File: config.mk
export PLATFORM = sky130hd
export DESIGN_NAME = knn_material_classifier_core
export DESIGN_NICKNAME = d
export VERILOG_FILES = /design/src/hw/rtl/kmc_pkg.sv /design/src/hw/rtl/kmc_dist_unit.sv /design/src/hw/rtl/kmc_rank_vote.sv /design/src/hw/rtl/knn_material_classifier_core.sv
export SDC_FILE = /design/constraint.sdc
export NUM_CORES = 2
export LEC_CHECK = 0
export CAP_MARGIN = 10
export CORE_ASPECT_RATIO = 1.4
export CORE_MARGIN = 1.5
export CORE_UTILIZATION = 30
export CTS_BUF_LIST = sky130_fd_sc_hd__clkbuf_2
export DETAILED_ROUTE_END_ITERATION = 7
export DONT_BUFFER_PORTS = 1
export GPL_ROUTABILITY_DRIVEN = 0
export SLEW_MARGIN = 40
export SYNTH_ARGS = -nofsm -noshare
export SYNTH_HDL_FRONTEND = slang
export SYNTH_HIERARCHICAL = 1
export SYNTH_SLANG_ARGS = --single-unit
File: constraint.sdc
create_clock -name clock -period 10 [get_ports clock]
set_input_delay 1.5 -clock clock [delete_from_list [all_inputs] [get_ports clock]]
set_output_delay 1.5 -clock clock [all_outputs]
set_load 0.005 [all_outputs]
File: src/hw/rtl/kmc_pkg.sv
// ----------------------------------------------------------------------------
// kmc_pkg
// Shared types, training table and control structs of the k-nearest-neighbor
// material classifier.
// ----------------------------------------------------------------------------
package kmc_pkg;

   localparam int TABLE_ROWS = 10;
   localparam int NUM_LABELS = 5;
   localparam int NUM_FEATS  = 5;
   localparam int ROW_W      = 4;
   localparam int FEAT_SEL_W = 3;
   localparam int FEAT_W     = 28;
   localparam int SQ_W       = 56;
   localparam int DIST_W     = 59;
   localparam int CLASS_W    = 3;
   localparam int TAB_W      = 9;

   localparam logic [FEAT_SEL_W-1:0] FEAT_WEIGHT   = 3'd0;
   localparam logic [FEAT_SEL_W-1:0] FEAT_COND     = 3'd1;
   localparam logic [FEAT_SEL_W-1:0] FEAT_MAGNETIC = 3'd2;
   localparam logic [FEAT_SEL_W-1:0] FEAT_IR       = 3'd3;
   localparam logic [FEAT_SEL_W-1:0] FEAT_RAD      = 3'd4;

   localparam logic [CLASS_W-1:0] LABEL_EWASTE     = 3'd0;
   localparam logic [CLASS_W-1:0] LABEL_FERROUS    = 3'd1;
   localparam logic [CLASS_W-1:0] LABEL_HAZARDOUS  = 3'd2;
   localparam logic [CLASS_W-1:0] LABEL_NONFERROUS = 3'd3;
   localparam logic [CLASS_W-1:0] LABEL_RECYCLABLE = 3'd4;

   typedef logic [FEAT_W-1:0]     feat_type;
   typedef logic [SQ_W-1:0]       sq_type;
   typedef logic [DIST_W-1:0]     dist_type;
   typedef logic [CLASS_W-1:0]    label_type;
   typedef logic [ROW_W-1:0]      row_idx_type;
   typedef logic [FEAT_SEL_W-1:0] feat_sel_type;

   typedef struct packed {
      logic [TAB_W-1:0] w;
      logic [TAB_W-1:0] c;
      logic [TAB_W-1:0] m;
      logic [TAB_W-1:0] ir;
      logic [TAB_W-1:0] r;
      label_type        label;
   } row_type;

   typedef struct packed {
      logic         diff_en;
      logic         mul_en;
      logic         acc_en;
      logic         acc_first;
      feat_sel_type feat_sel;
   } dist_ctl_type;

   typedef struct packed {
      logic      clear;
      logic      ins_en;
      logic      vote_en;
      logic      vote_first;
      label_type label_sel;
   } rank_ctl_type;

   typedef struct packed {
      logic      ins_done;
      label_type best;
   } rank_sts_type;

   function automatic row_type train_row(input row_idx_type idx);
      row_type t;
      unique case (idx)
         4'd0:    t = '{9'd300, 9'd10, 9'd1, 9'd50, 9'd0,  LABEL_FERROUS};
         4'd1:    t = '{9'd450, 9'd12, 9'd1, 9'd55, 9'd0,  LABEL_FERROUS};
         4'd2:    t = '{9'd80,  9'd40, 9'd0, 9'd85, 9'd0,  LABEL_NONFERROUS};
         4'd3:    t = '{9'd120, 9'd38, 9'd0, 9'd90, 9'd0,  LABEL_NONFERROUS};
         4'd4:    t = '{9'd100, 9'd55, 9'd0, 9'd95, 9'd0,  LABEL_RECYCLABLE};
         4'd5:    t = '{9'd150, 9'd60, 9'd0, 9'd97, 9'd0,  LABEL_RECYCLABLE};
         4'd6:    t = '{9'd200, 9'd15, 9'd0, 9'd30, 9'd50, LABEL_EWASTE};
         4'd7:    t = '{9'd250, 9'd20, 9'd0, 9'd35, 9'd70, LABEL_EWASTE};
         4'd8:    t = '{9'd50,  9'd5,  9'd0, 9'd20, 9'd90, LABEL_HAZARDOUS};
         4'd9:    t = '{9'd60,  9'd7,  9'd0, 9'd25, 9'd85, LABEL_HAZARDOUS};
         default: t = '{9'd0,   9'd0,  9'd0, 9'd0,  9'd0,  LABEL_HAZARDOUS};
      endcase
      return t;
   endfunction

endpackage

File: src/hw/rtl/kmc_dist_unit.sv
// ----------------------------------------------------------------------------
// kmc_dist_unit
// Shared difference, square and accumulate datapath: one feature per cycle
// while enabled; three overlapped stages; squared distance of a row in acc.
// ----------------------------------------------------------------------------
module kmc_dist_unit
   import kmc_pkg::*;
(
   input  logic         clock,
   input  dist_ctl_type ctl,
   input  row_idx_type  row,
   input  feat_type     feats [NUM_FEATS],
   output dist_type     row_dist
);

   feat_type diff_ff;
   feat_type diff_in;
   sq_type   prod_ff;
   dist_type acc_ff;
   dist_type acc_in;
   feat_type sample;
   feat_type ref_val;
   row_type  t;

   function automatic feat_type scale_tab(input logic [TAB_W-1:0] v);
      return {{(FEAT_W-TAB_W-8){1'b0}}, v, 8'd0};
   endfunction

   always_comb begin
      t = train_row(row);
      unique case (ctl.feat_sel)
         FEAT_WEIGHT: begin
            sample  = feats[0];
            ref_val = scale_tab(t.w);
         end
         FEAT_COND: begin
            sample  = feats[1];
            ref_val = scale_tab(t.c);
         end
         FEAT_MAGNETIC: begin
            sample  = feats[2];
            ref_val = scale_tab(t.m);
         end
         FEAT_IR: begin
            sample  = feats[3];
            ref_val = scale_tab(t.ir);
         end
         FEAT_RAD: begin
            sample  = feats[4];
            ref_val = scale_tab(t.r);
         end
         default: begin
            sample  = '0;
            ref_val = '0;
         end
      endcase
      diff_in = (sample >= ref_val) ? (sample - ref_val) : (ref_val - sample);
      acc_in  = ctl.acc_first ? DIST_W'(prod_ff) : (acc_ff + DIST_W'(prod_ff));
   end

   always_ff @(posedge clock) begin
      if (ctl.diff_en) begin
         diff_ff <= diff_in;
      end
      if (ctl.mul_en) begin
         prod_ff <= SQ_W'(diff_ff) * SQ_W'(diff_ff);
      end
      if (ctl.acc_en) begin
         acc_ff <= acc_in;
      end
   end

   assign row_dist = acc_ff;

endmodule

File: src/hw/rtl/kmc_rank_vote.sv
// ----------------------------------------------------------------------------
// kmc_rank_vote
// Sorted list of the nearest rows, filled by one-slot-per-cycle insertion,
// then a majority vote that scans the labels one per cycle.
// ----------------------------------------------------------------------------
module kmc_rank_vote
   import kmc_pkg::*;
#(
   parameter int K = 3
) (
   input  logic         clock,
   input  logic         reset,
   input  rank_ctl_type ctl,
   input  dist_type     cand_dist,
   input  label_type    cand_label,
   output rank_sts_type sts
);

   localparam int SLOT_IW = (K > 1) ? $clog2(K) : 1;
   localparam int PTR_W   = $clog2(K + 1);
   localparam int VW      = $clog2(K + 1);

   dist_type         slot_dist_ff [K];
   label_type        slot_lab_ff  [K];
   logic [PTR_W-1:0] ptr_ff;
   logic [PTR_W-1:0] ptr_in;
   logic [VW-1:0]    top_ff;
   logic [VW-1:0]    top_in;
   label_type        best_ff;
   label_type        best_in;

   logic [SLOT_IW-1:0] prev_idx;
   logic [SLOT_IW-1:0] wr_idx;
   logic               wr_en;
   dist_type           wr_dist;
   label_type          wr_lab;
   logic               done;
   logic [VW-1:0]      cnt;
   logic [VW-1:0]      top_cur;
   label_type          best_cur;

   always_comb begin
      prev_idx = SLOT_IW'(ptr_ff - PTR_W'(1));
      wr_idx   = SLOT_IW'(ptr_ff);
      wr_en    = 1'b0;
      wr_dist  = cand_dist;
      wr_lab   = cand_label;
      done     = 1'b0;
      ptr_in   = ptr_ff;
      if (ctl.ins_en) begin
         priority if (ptr_ff == '0) begin
            wr_en  = 1'b1;
            wr_idx = '0;
            done   = 1'b1;
         end else if (slot_dist_ff[prev_idx] > cand_dist) begin
            wr_en   = (ptr_ff != PTR_W'(K));
            wr_dist = slot_dist_ff[prev_idx];
            wr_lab  = slot_lab_ff[prev_idx];
            ptr_in  = ptr_ff - PTR_W'(1);
         end else begin
            wr_en = (ptr_ff != PTR_W'(K));
            done  = 1'b1;
         end
      end
      if (done || ctl.clear) begin
         ptr_in = PTR_W'(K);
      end
   end

   always_comb begin
      cnt = '0;
      for (int i = 0; i < K; i++) begin
         cnt = cnt + VW'(slot_lab_ff[i] == ctl.label_sel);
      end
      top_cur  = ctl.vote_first ? '0 : top_ff;
      best_cur = ctl.vote_first ? LABEL_EWASTE : best_ff;
      if (cnt > top_cur) begin
         top_in  = cnt;
         best_in = ctl.label_sel;
      end else begin
         top_in  = top_cur;
         best_in = best_cur;
      end
   end

   always_ff @(posedge clock) begin
      if (reset) begin
         ptr_ff <= PTR_W'(K);
      end else begin
         ptr_ff <= ptr_in;
      end
   end

   always_ff @(posedge clock) begin
      if (ctl.clear) begin
         for (int i = 0; i < K; i++) begin
            slot_dist_ff[i] <= '1;
         end
      end else if (wr_en) begin
         slot_dist_ff[wr_idx] <= wr_dist;
         slot_lab_ff[wr_idx]  <= wr_lab;
      end
      if (ctl.vote_en) begin
         top_ff  <= top_in;
         best_ff <= best_in;
      end
   end

   assign sts.ins_done = done;
   assign sts.best     = best_in;

endmodule

File: src/hw/rtl/knn_material_classifier_core.sv
// ----------------------------------------------------------------------------
// knn_material_classifier_core
// Three-nearest-neighbor material classifier over a constant table of
// labelled training rows, built around one shared square-and-add unit.
// ----------------------------------------------------------------------------
// An item is taken when start is high and busy is low. Each training row
// goes through the shared difference/multiply/accumulate unit and is then
// inserted into the sorted neighbor list, after which the vote scans the
// 5 labels one per cycle. The first rows always shift deep into the empty
// list, and the next item can be taken as soon as busy drops. The result
// shows on rsp_valid for one cycle as busy drops; there is no way to stall
// it, so the receiver must take it in that cycle.
module knn_material_classifier_core
   import kmc_pkg::*;
#(
   parameter int NUM_SAMPLES = 10,
   parameter int NEIGHBOURS  = 3
) (
   input  logic                  clock,
   input  logic                  reset,
   input  logic                  start,
   output logic                  busy,
   input  logic [27:0]           req_weight,
   input  logic [27:0]           req_conductivity,
   input  logic                  req_magnetic,
   input  logic [14:0]           req_ir_purity,
   input  logic [27:0]           req_radiation,
   output logic                  rsp_valid,
   output logic [CLASS_W-1:0]    rsp_material_class
);

   localparam int ROWS = (NUM_SAMPLES < TABLE_ROWS) ? NUM_SAMPLES : TABLE_ROWS;
   localparam int K    = (NEIGHBOURS < ROWS) ? NEIGHBOURS : ROWS;

   localparam logic [1:0] ST_IDLE = 2'd0;
   localparam logic [1:0] ST_DIST = 2'd1;
   localparam logic [1:0] ST_INS  = 2'd2;
   localparam logic [1:0] ST_VOTE = 2'd3;

   localparam logic [2:0]  STEP_LAST = 3'd6;
   localparam row_idx_type ROW_LAST  = ROW_W'(ROWS - 1);
   localparam label_type   LAB_LAST  = CLASS_W'(NUM_LABELS - 1);

   logic [1:0]  state_ff;
   logic [1:0]  state_in;
   row_idx_type row_ff;
   row_idx_type row_in;
   logic [2:0]  step_ff;
   logic [2:0]  step_in;
   label_type   lab_ff;
   label_type   lab_in;
   logic        rsp_valid_ff;
   logic        rsp_valid_in;
   label_type   rsp_class_ff;
   feat_type    feat_ff [NUM_FEATS];

   logic         accept;
   dist_ctl_type dctl;
   rank_ctl_type rctl;
   rank_sts_type rsts;
   dist_type     row_dist;
   row_type      cur_row;

   assign accept  = start && (state_ff == ST_IDLE);
   assign cur_row = train_row(row_ff);

   always_comb begin
      dctl.diff_en   = (state_ff == ST_DIST) && (step_ff <= 3'd4);
      dctl.mul_en    = (state_ff == ST_DIST) && (step_ff >= 3'd1) && (step_ff <= 3'd5);
      dctl.acc_en    = (state_ff == ST_DIST) && (step_ff >= 3'd2);
      dctl.acc_first = (step_ff == 3'd2);
      dctl.feat_sel  = feat_sel_type'(step_ff);

      rctl.clear      = accept;
      rctl.ins_en     = (state_ff == ST_INS);
      rctl.vote_en    = (state_ff == ST_VOTE);
      rctl.vote_first = (lab_ff == LABEL_EWASTE);
      rctl.label_sel  = lab_ff;
   end

   always_comb begin
      state_in     = state_ff;
      row_in       = row_ff;
      step_in      = step_ff;
      lab_in       = lab_ff;
      rsp_valid_in = 1'b0;
      unique case (state_ff)
         ST_IDLE: begin
            if (start) begin
               state_in = ST_DIST;
               row_in   = '0;
               step_in  = '0;
            end
         end
         ST_DIST: begin
            if (step_ff == STEP_LAST) begin
               state_in = ST_INS;
               step_in  = '0;
            end else begin
               step_in = step_ff + 3'd1;
            end
         end
         ST_INS: begin
            if (rsts.ins_done) begin
               if (row_ff == ROW_LAST) begin
                  state_in = ST_VOTE;
                  lab_in   = LABEL_EWASTE;
               end else begin
                  state_in = ST_DIST;
                  row_in   = row_ff + ROW_W'(1);
               end
            end
         end
         ST_VOTE: begin
            if (lab_ff == LAB_LAST) begin
               state_in     = ST_IDLE;
               rsp_valid_in = 1'b1;
            end else begin
               lab_in = lab_ff + CLASS_W'(1);
            end
         end
         default: state_in = ST_IDLE;
      endcase
   end

   always_ff @(posedge clock) begin
      if (reset) begin
         state_ff     <= ST_IDLE;
         row_ff       <= '0;
         step_ff      <= '0;
         lab_ff       <= LABEL_EWASTE;
         rsp_valid_ff <= 1'b0;
      end else begin
         state_ff     <= state_in;
         row_ff       <= row_in;
         step_ff      <= step_in;
         lab_ff       <= lab_in;
         rsp_valid_ff <= rsp_valid_in;
      end
   end

   always_ff @(posedge clock) begin
      if (accept) begin
         feat_ff[0] <= req_weight;
         feat_ff[1] <= req_conductivity;
         feat_ff[2] <= {{(FEAT_W-9){1'b0}}, req_magnetic, 8'd0};
         feat_ff[3] <= {{(FEAT_W-15){1'b0}}, req_ir_purity};
         feat_ff[4] <= req_radiation;
      end
      if (rsp_valid_in) begin
         rsp_class_ff <= rsts.best;
      end
   end

   kmc_dist_unit u_dist (
      .clock    (clock),
      .ctl      (dctl),
      .row      (row_ff),
      .feats    (feat_ff),
      .row_dist (row_dist)
   );

   kmc_rank_vote #(
      .K (K)
   ) u_rank (
      .clock      (clock),
      .reset      (reset),
      .ctl        (rctl),
      .cand_dist  (row_dist),
      .cand_label (cur_row.label),
      .sts        (rsts)
   );

   assign busy               = (state_ff != ST_IDLE);
   assign rsp_valid          = rsp_valid_ff;
   assign rsp_material_class = rsp_class_ff;

endmodule

==> After elaboration in Yosys (flattened, before gate mapping) <==
Memories as Yosys holds them, arrays and structs flattened. A register that Yosys moved wholly into a read port is not among the register bits.
Cells that the tools add are included.
{ "word_totals": {"reg_bits": 266, "latch_bits": 0, "ram_bits": 186, "mem_bits_ro": 1024, "input_bits": 103, "out_inout_bits": 5, "word_cells": 134, "memories": 4} }
{ "mem_list": {"columns": ["name", "words", "word_bits", "rd", "rd_clocked_by_memory_dff", "write_ports", "line", "rtl"], "rows": [
  ["(no name shown)", 16, 32, 1, 1, 0, "kmc_pkg.sv:70", "unique case (idx)"],
  ["(no name shown)", 16, 32, 1, 1, 0, "kmc_pkg.sv:70", null],
  ["u_rank.slot_dist_ff", 3, 59, 1, 0, 3, "kmc_rank_vote.sv:23", "dist_type slot_dist_ff [K];"],
  ["u_rank.slot_lab_ff", 3, 3, 4, 0, 1, "kmc_rank_vote.sv:24", "label_type slot_lab_ff [K];"]
]} }
{ "classes": {"addsub": 9, "n_mul": 1, "div_mod_pow": 0, "n_lt_le_gt_ge": 7, "n_eq_ne": 21, "n_shift": 0, "n_mux": 52, "bitwise_logic": 1, "n_reduce_logical": 21} }
{ "ops": {"columns": ["cell", "count"], "rows": [
  ["$mux W59", 4],
  ["$pmux W28 S5", 1],
  ["$pmux W17 S5", 1],
  ["$add A59 B56 Y59", 1],
  ["$gt A59 B59 Y1", 1],
  ["$reduce_or A59 Y1", 1],
  ["$mul A28 B28 Y56", 1],
  ["$mux W56", 1],
  ["$mux W3", 10],
  ["$ge A28 B17 Y1", 1],
  ["$mux W28", 1],
  ["$mux W4", 7],
  ["$sub A17 B28 Y28", 1],
  ["$sub A28 B17 Y28", 1],
  ["$mux W2", 10],
  ["$mux W1", 13],
  ["$pmux W3 S2", 2],
  ["$reduce_and A4 Y1", 3],
  ["$eq A3 B3 Y1", 3],
  ["$eq A3 B3 Y1 const B", 3],
  ["$ne A2 B1 Y1 const B", 4],
  ["$ne A2 B2 Y1 const B", 4],
  ["$pmux W2 S4", 1],
  ["$pmux W4 S2", 1],
  ["other kinds (23)", 36]
]} }

==> Logic depth before layout (Yosys ltp) <==
An unclocked memory read counts as a cell.
{ "logic_depth": {"word_depth": 10, "depth_mapped": 29, "depth_no_buf": 26} }

==> Cells and area by module <==
The synthesis kept the hierarchy.
{ "by_module_without_submodules": {"columns": ["mod", "n_inst", "cells_each", "area_per_inst_um2", "seq_area_each_um2"], "rows": [
  ["kmc_dist_unit", 1, 3704, 33679.8, 4264.1],
  ["kmc_rank_vote", 1, 1019, 13409.1, 7637.3],
  ["knn_material_classifier_core", 1, 205, 3998.8, 3413.3]
]} }

==> Least setup slack after synthesis <==
No wires, ideal clock.
{ "synth_path": {"kind": "flip-flop to flip-flop", "start": "register u_dist.diff_ff[18]", "end": "register u_dist.prod_ff[55], data pin", "setup_ns": 0.259, "arrival_ns": 7.246, "t_required_ns": 9.741, "slack_ns": 2.495, "path_stages_with_launch": 28, "n_path_buf": 3, "period_less_slack_ns": 7.505, "path_cell_list": "edfxtp_1 clkbuf_1 clkbuf_1 nand2_1 fa_1 inv_1 fa_1 fa_1 inv_1 fa_1 inv_1 fa_1 fa_1 inv_1 fa_1 inv_1 ha_1 buf_2 nand4_1 or4_1 a211oi_1 nor3_1 a211oi_1 o41ai_1 o311ai_1 a21oi_1 o21ai_1 xnor2_1"} }
{ "synth_between": {"elab_chain_cells": 1} }
{ "synth_lines": {"columns": ["item", "line", "rtl"], "rows": [
  ["start, declared", "kmc_dist_unit.sv:16", "feat_type diff_ff;"],
  ["start signal, assigned", "kmc_dist_unit.sv:63", "diff_ff <= diff_in;"],
  ["$mul A28 B28 Y56", "kmc_dist_unit.sv:66", "prod_ff <= SQ_W'(diff_ff) * SQ_W'(diff_ff);"],
  ["end signal, assigned", "kmc_dist_unit.sv:66", null],
  ["end, declared", "kmc_dist_unit.sv:18", "sq_type prod_ff;"]
]} }
No other way between the ends.
A chain may end at the register's enable or synchronous reset.

==> Worst setup path in the final report <==
{ "layout_path": {"start": "register u_dist.diff_ff[3]", "end": "register u_dist.prod_ff[54], data pin"} }
The elaborated chain is that of the path after synthesis.

==> impl_metrics.env <==
export IMPL_synth_seq_area_share_pct=30.0
export IMPL_via_per_inst=4.88
export IMPL_crit_family="adder cells"
export IMPL_synth_fa_ha_area_share_pct=32.8
export IMPL_worst_pin_slew_ns=1.11
export IMPL_r2r_setup_slack_ns=1.49
export IMPL_end_kind="flop"
export IMPL_dp_hpwl_mm=104
export IMPL_min_to="cur_row[1]$_SDFF_PP1_"
export IMPL_final_nets=6123
export IMPL_fp_coreArea_um2=170000
export IMPL_clock_sink_count=516
export IMPL_synth_common_cells="958 x inv_1, 606 x fa_1, 498 x edfxtp_1"
export IMPL_timing_rr_end="u_dist/prod_ff[54]$_DFFE_PP_"
export IMPL_globalRouteOverflowTotal=0
export IMPL_cp_arrival_ns=9.75
export IMPL_area_delta_synth_final_pct=9.89
export IMPL_path_clk_slew_ns=0.09
export IMPL_synth_avg_cell_area_um2=10.4
export IMPL_die_y_um=491
export IMPL_yosys_area_share_simple_pct=12.0
export IMPL_r2r_start="u_dist/diff_ff[3]$_DFFE_PP_"
export IMPL_drt_pass1_iter_count=7
export IMPL_grt_usage_pct=16.0
export IMPL_timing_hold_ws_ns=0.212
export IMPL_crit_path_max_fanout=11
export IMPL_fp_dieW_um=352
export IMPL_wl_per_cell_um=18.3
export IMPL_critPathKind="flop to flop"
export IMPL_netlist_area_um2=51100
export IMPL_slew_viol_final=0
export IMPL_num_vias=36191
export IMPL_synth_top_area_share_pct=29.3
export IMPL_synth_top_family_by_area="adder cells"
export IMPL_port_buffers=0
export IMPL_ant_nets=0
export IMPL_drv_cap=0
export IMPL_clock_path_buffers=3
export IMPL_syn_inst=4928
export IMPL_clock_latency_ns=1.53
export IMPL_grt_antenna_before_repair=3
export IMPL_status="completed"
export IMPL_grt_max_degree=96
export IMPL_path_buf_inv=5
export IMPL_post_route_min_period_ns=8.51
export IMPL_path_cells="inv_1, nor2_1, fa_1, fa_1, fa_1, fa_1, fa_1, fa_1, inv_1, fa_1, inv_1, ha_1, and4_1, nand3_1, nor3b_1, o211ai_1, buf_4, a311o_1, o22ai_1, buf_4, o221ai_1, o21ai_1, xor2_1"
export IMPL_period_share_pct=85.1
export IMPL_setup_viol=0
export IMPL_yosys_area_share_xor_xnor_pct=2.47
export IMPL_synthTopCellsByArea="edfxtp_1 29%, fa_1 24%, ha_1 9.0%"
export IMPL_synth_most_common_cell="inv_1"
export IMPL_startpoint_type="flop"
export IMPL_rsz0062_at_grt="false"
export IMPL_synth_edf_count=498
export IMPL_worst_slack_ns=1.49
export IMPL_hold_class="input port to flop"
export IMPL_whs_path_depth=3
export IMPL_cts_tree="done"
export IMPL_cts_made_buffers=135
export IMPL_fin_tns_setup_ns=0
export IMPL_min_from="reset"
export IMPL_grt_pass1_vias=39281
export IMPL_reg2reg_depth=23
export IMPL_dieArea_um2=173000
export IMPL_drc_errors=0
export IMPL_dp_slack_ns=1.35
export IMPL_io_pins=108
export IMPL_cts_setup_buffers=0
export IMPL_grt_pass1_wl_mm=214
export IMPL_worst_ep_required_time_ns=11.24
export IMPL_yosys_warnings=6
export IMPL_synth_mux_area_share_pct=3.76
export IMPL_drive_gt1_share_pct=9.98
export IMPL_rows=179
export IMPL_fmax_mhz=117
export IMPL_drt_total_wl_mm=136
export IMPL_start_util_pct=30.1
export IMPL_async_flop_share_pct=0
export IMPL_path_common_cell="fa_1"
export IMPL_ys_ff_latch=516
export IMPL_yosysUniqueCellTypes=103
export IMPL_cpPeakStageDelay_ns=0.73
export IMPL_finClkSkew_ns=0.144
export IMPL_max_slew_margin_pct=26.1
export IMPL_finalHoldViolCount=0
export IMPL_synth_top_area_cell="edfxtp_1"
export IMPL_yosys_most_used_dff="edfxtp_1"
export IMPL_first_iter_violations=2447
export IMPL_synth_compound_area_share_pct=9.87
export IMPL_root_buffer="clkbuf_2"
export IMPL_h_tree_depth=4
export IMPL_cp_slowest_cell="edfxtp_1"
## what timing repair did
item                                   CTS  global route
endpoints found under the hold margin  115             0
hold buffers                           101             0
gates resized for setup                  0             0
## per-stage QoR
stage               area [um2]  util, %  instances
floorplan                51200        -       4967
global placement         53700     31.7       7065
detailed placement       53800     31.7       7069
CTS                      56100     33.1       7401
global route             56100     33.1       7403
finish                   56100     33.1       7409
## sequential cells by signal, summed over array words and instances, names as in the netlist, 3 cells and up
signal and cells:
u_rank/slot_lab_ff 12, lab_ff 3, u_dist/row_dist 59, u_rank/slot_dist_ff 236
u_dist/diff_ff 28, u_dist/prod_ff 55, row_ff 4, u_rank/best_ff 3
rsp_material_class 3, feat_ff 100, cur_row 3, step_ff 3
## layer usage
metal	global-route usage (%)	vias up	wire, um
met5	0	-	0
met2	29.6	943	71800
li1	-	16731	-
met4	9.20	0	8600
met1	17.1	18161	50500
met3	2.09	356	4700
## worst max-delay path by stage
stage	start	endpoint	slack [ns]	cells past startpoint
final	u_dist/diff_ff[3]$_DFFE_PP_	u_dist/prod_ff[54]$_DFFE_PP_	1.49	23
after global placement	u_dist/diff_ff[24]$_DFFE_PP_	u_dist/prod_ff[55]$_DFFE_PP_	1.33	24
after CTS	u_dist/diff_ff[3]$_DFFE_PP_	u_dist/prod_ff[55]$_DFFE_PP_	1.42	22
after detailed placement	u_dist/diff_ff[3]$_DFFE_PP_	u_dist/prod_ff[55]$_DFFE_PP_	1.35	22
after global routing	u_dist/diff_ff[1]$_DFFE_PP_	u_dist/prod_ff[55]$_DFFE_PP_	1.11	25
after floorplan	u_dist/diff_ff[18]$_DFFE_PP_	u_dist/prod_ff[55]$_DFFE_PP_	2.50	27
## final cells by class
type                            count  area [um2]
Inverter                          961        3610
Tap cell                         2262        2830
Antenna cell                        8        20.0
Multi-Input combinational cell   3250       31400
Fill cell                       17253      113000
Clock buffer                      187         936
Timing Repair Buffer              181        1710
Clock inverter                     44         349
Sequential cell                   516       15300
## worst min-delay path, delay by kind of cell
kind | cells | cell delay [ns]
simple gates | 1 | 0.06
buf+inv | 1 | 0.04
compound gates | 1 | 0.06
## layout by cell type (no fill, tap or decap), types with 39 or more instances in the layout
| cell type | count |
|---|---|
| a21o_1 | 96 |
| a21oi_1 | 173 |
| a22oi_1 | 54 |
| and2_1 | 171 |
| buf_4 | 63 |
| clkbuf_2 | 187 |
| conb_1 | 40 |
| dlygate4sd3_1 | 101 |
| edfxtp_1 | 498 |
| fa_1 | 606 |
| ha_1 | 368 |
| inv_1 | 957 |
| mux4_2 | 62 |
| nand2_1 | 424 |
| nand3_1 | 220 |
| nand4_1 | 89 |
| nor2_1 | 136 |
| nor3_1 | 39 |
| o21ai_0 | 132 |
| o21ai_2 | 59 |
| xnor2_1 | 90 |
| xor2_1 | 53 |
## cell families (layout without fill, tap and decap cells)
kind of cell	count (synthesis)	count (layout)
and+or+nand+nor	1233	1233
buffers and inverters	1201	1373
adders and majority gates	975	975
AOI/OAI and AO/OA	750	750
DFF	516	516
xor gates and xnor gates	144	144
muxes	108	108
other	1	48
Power is left out: the tool's default activity adds up to more than one toggle a clock period on the data nets, which glitch-free logic cannot reach.
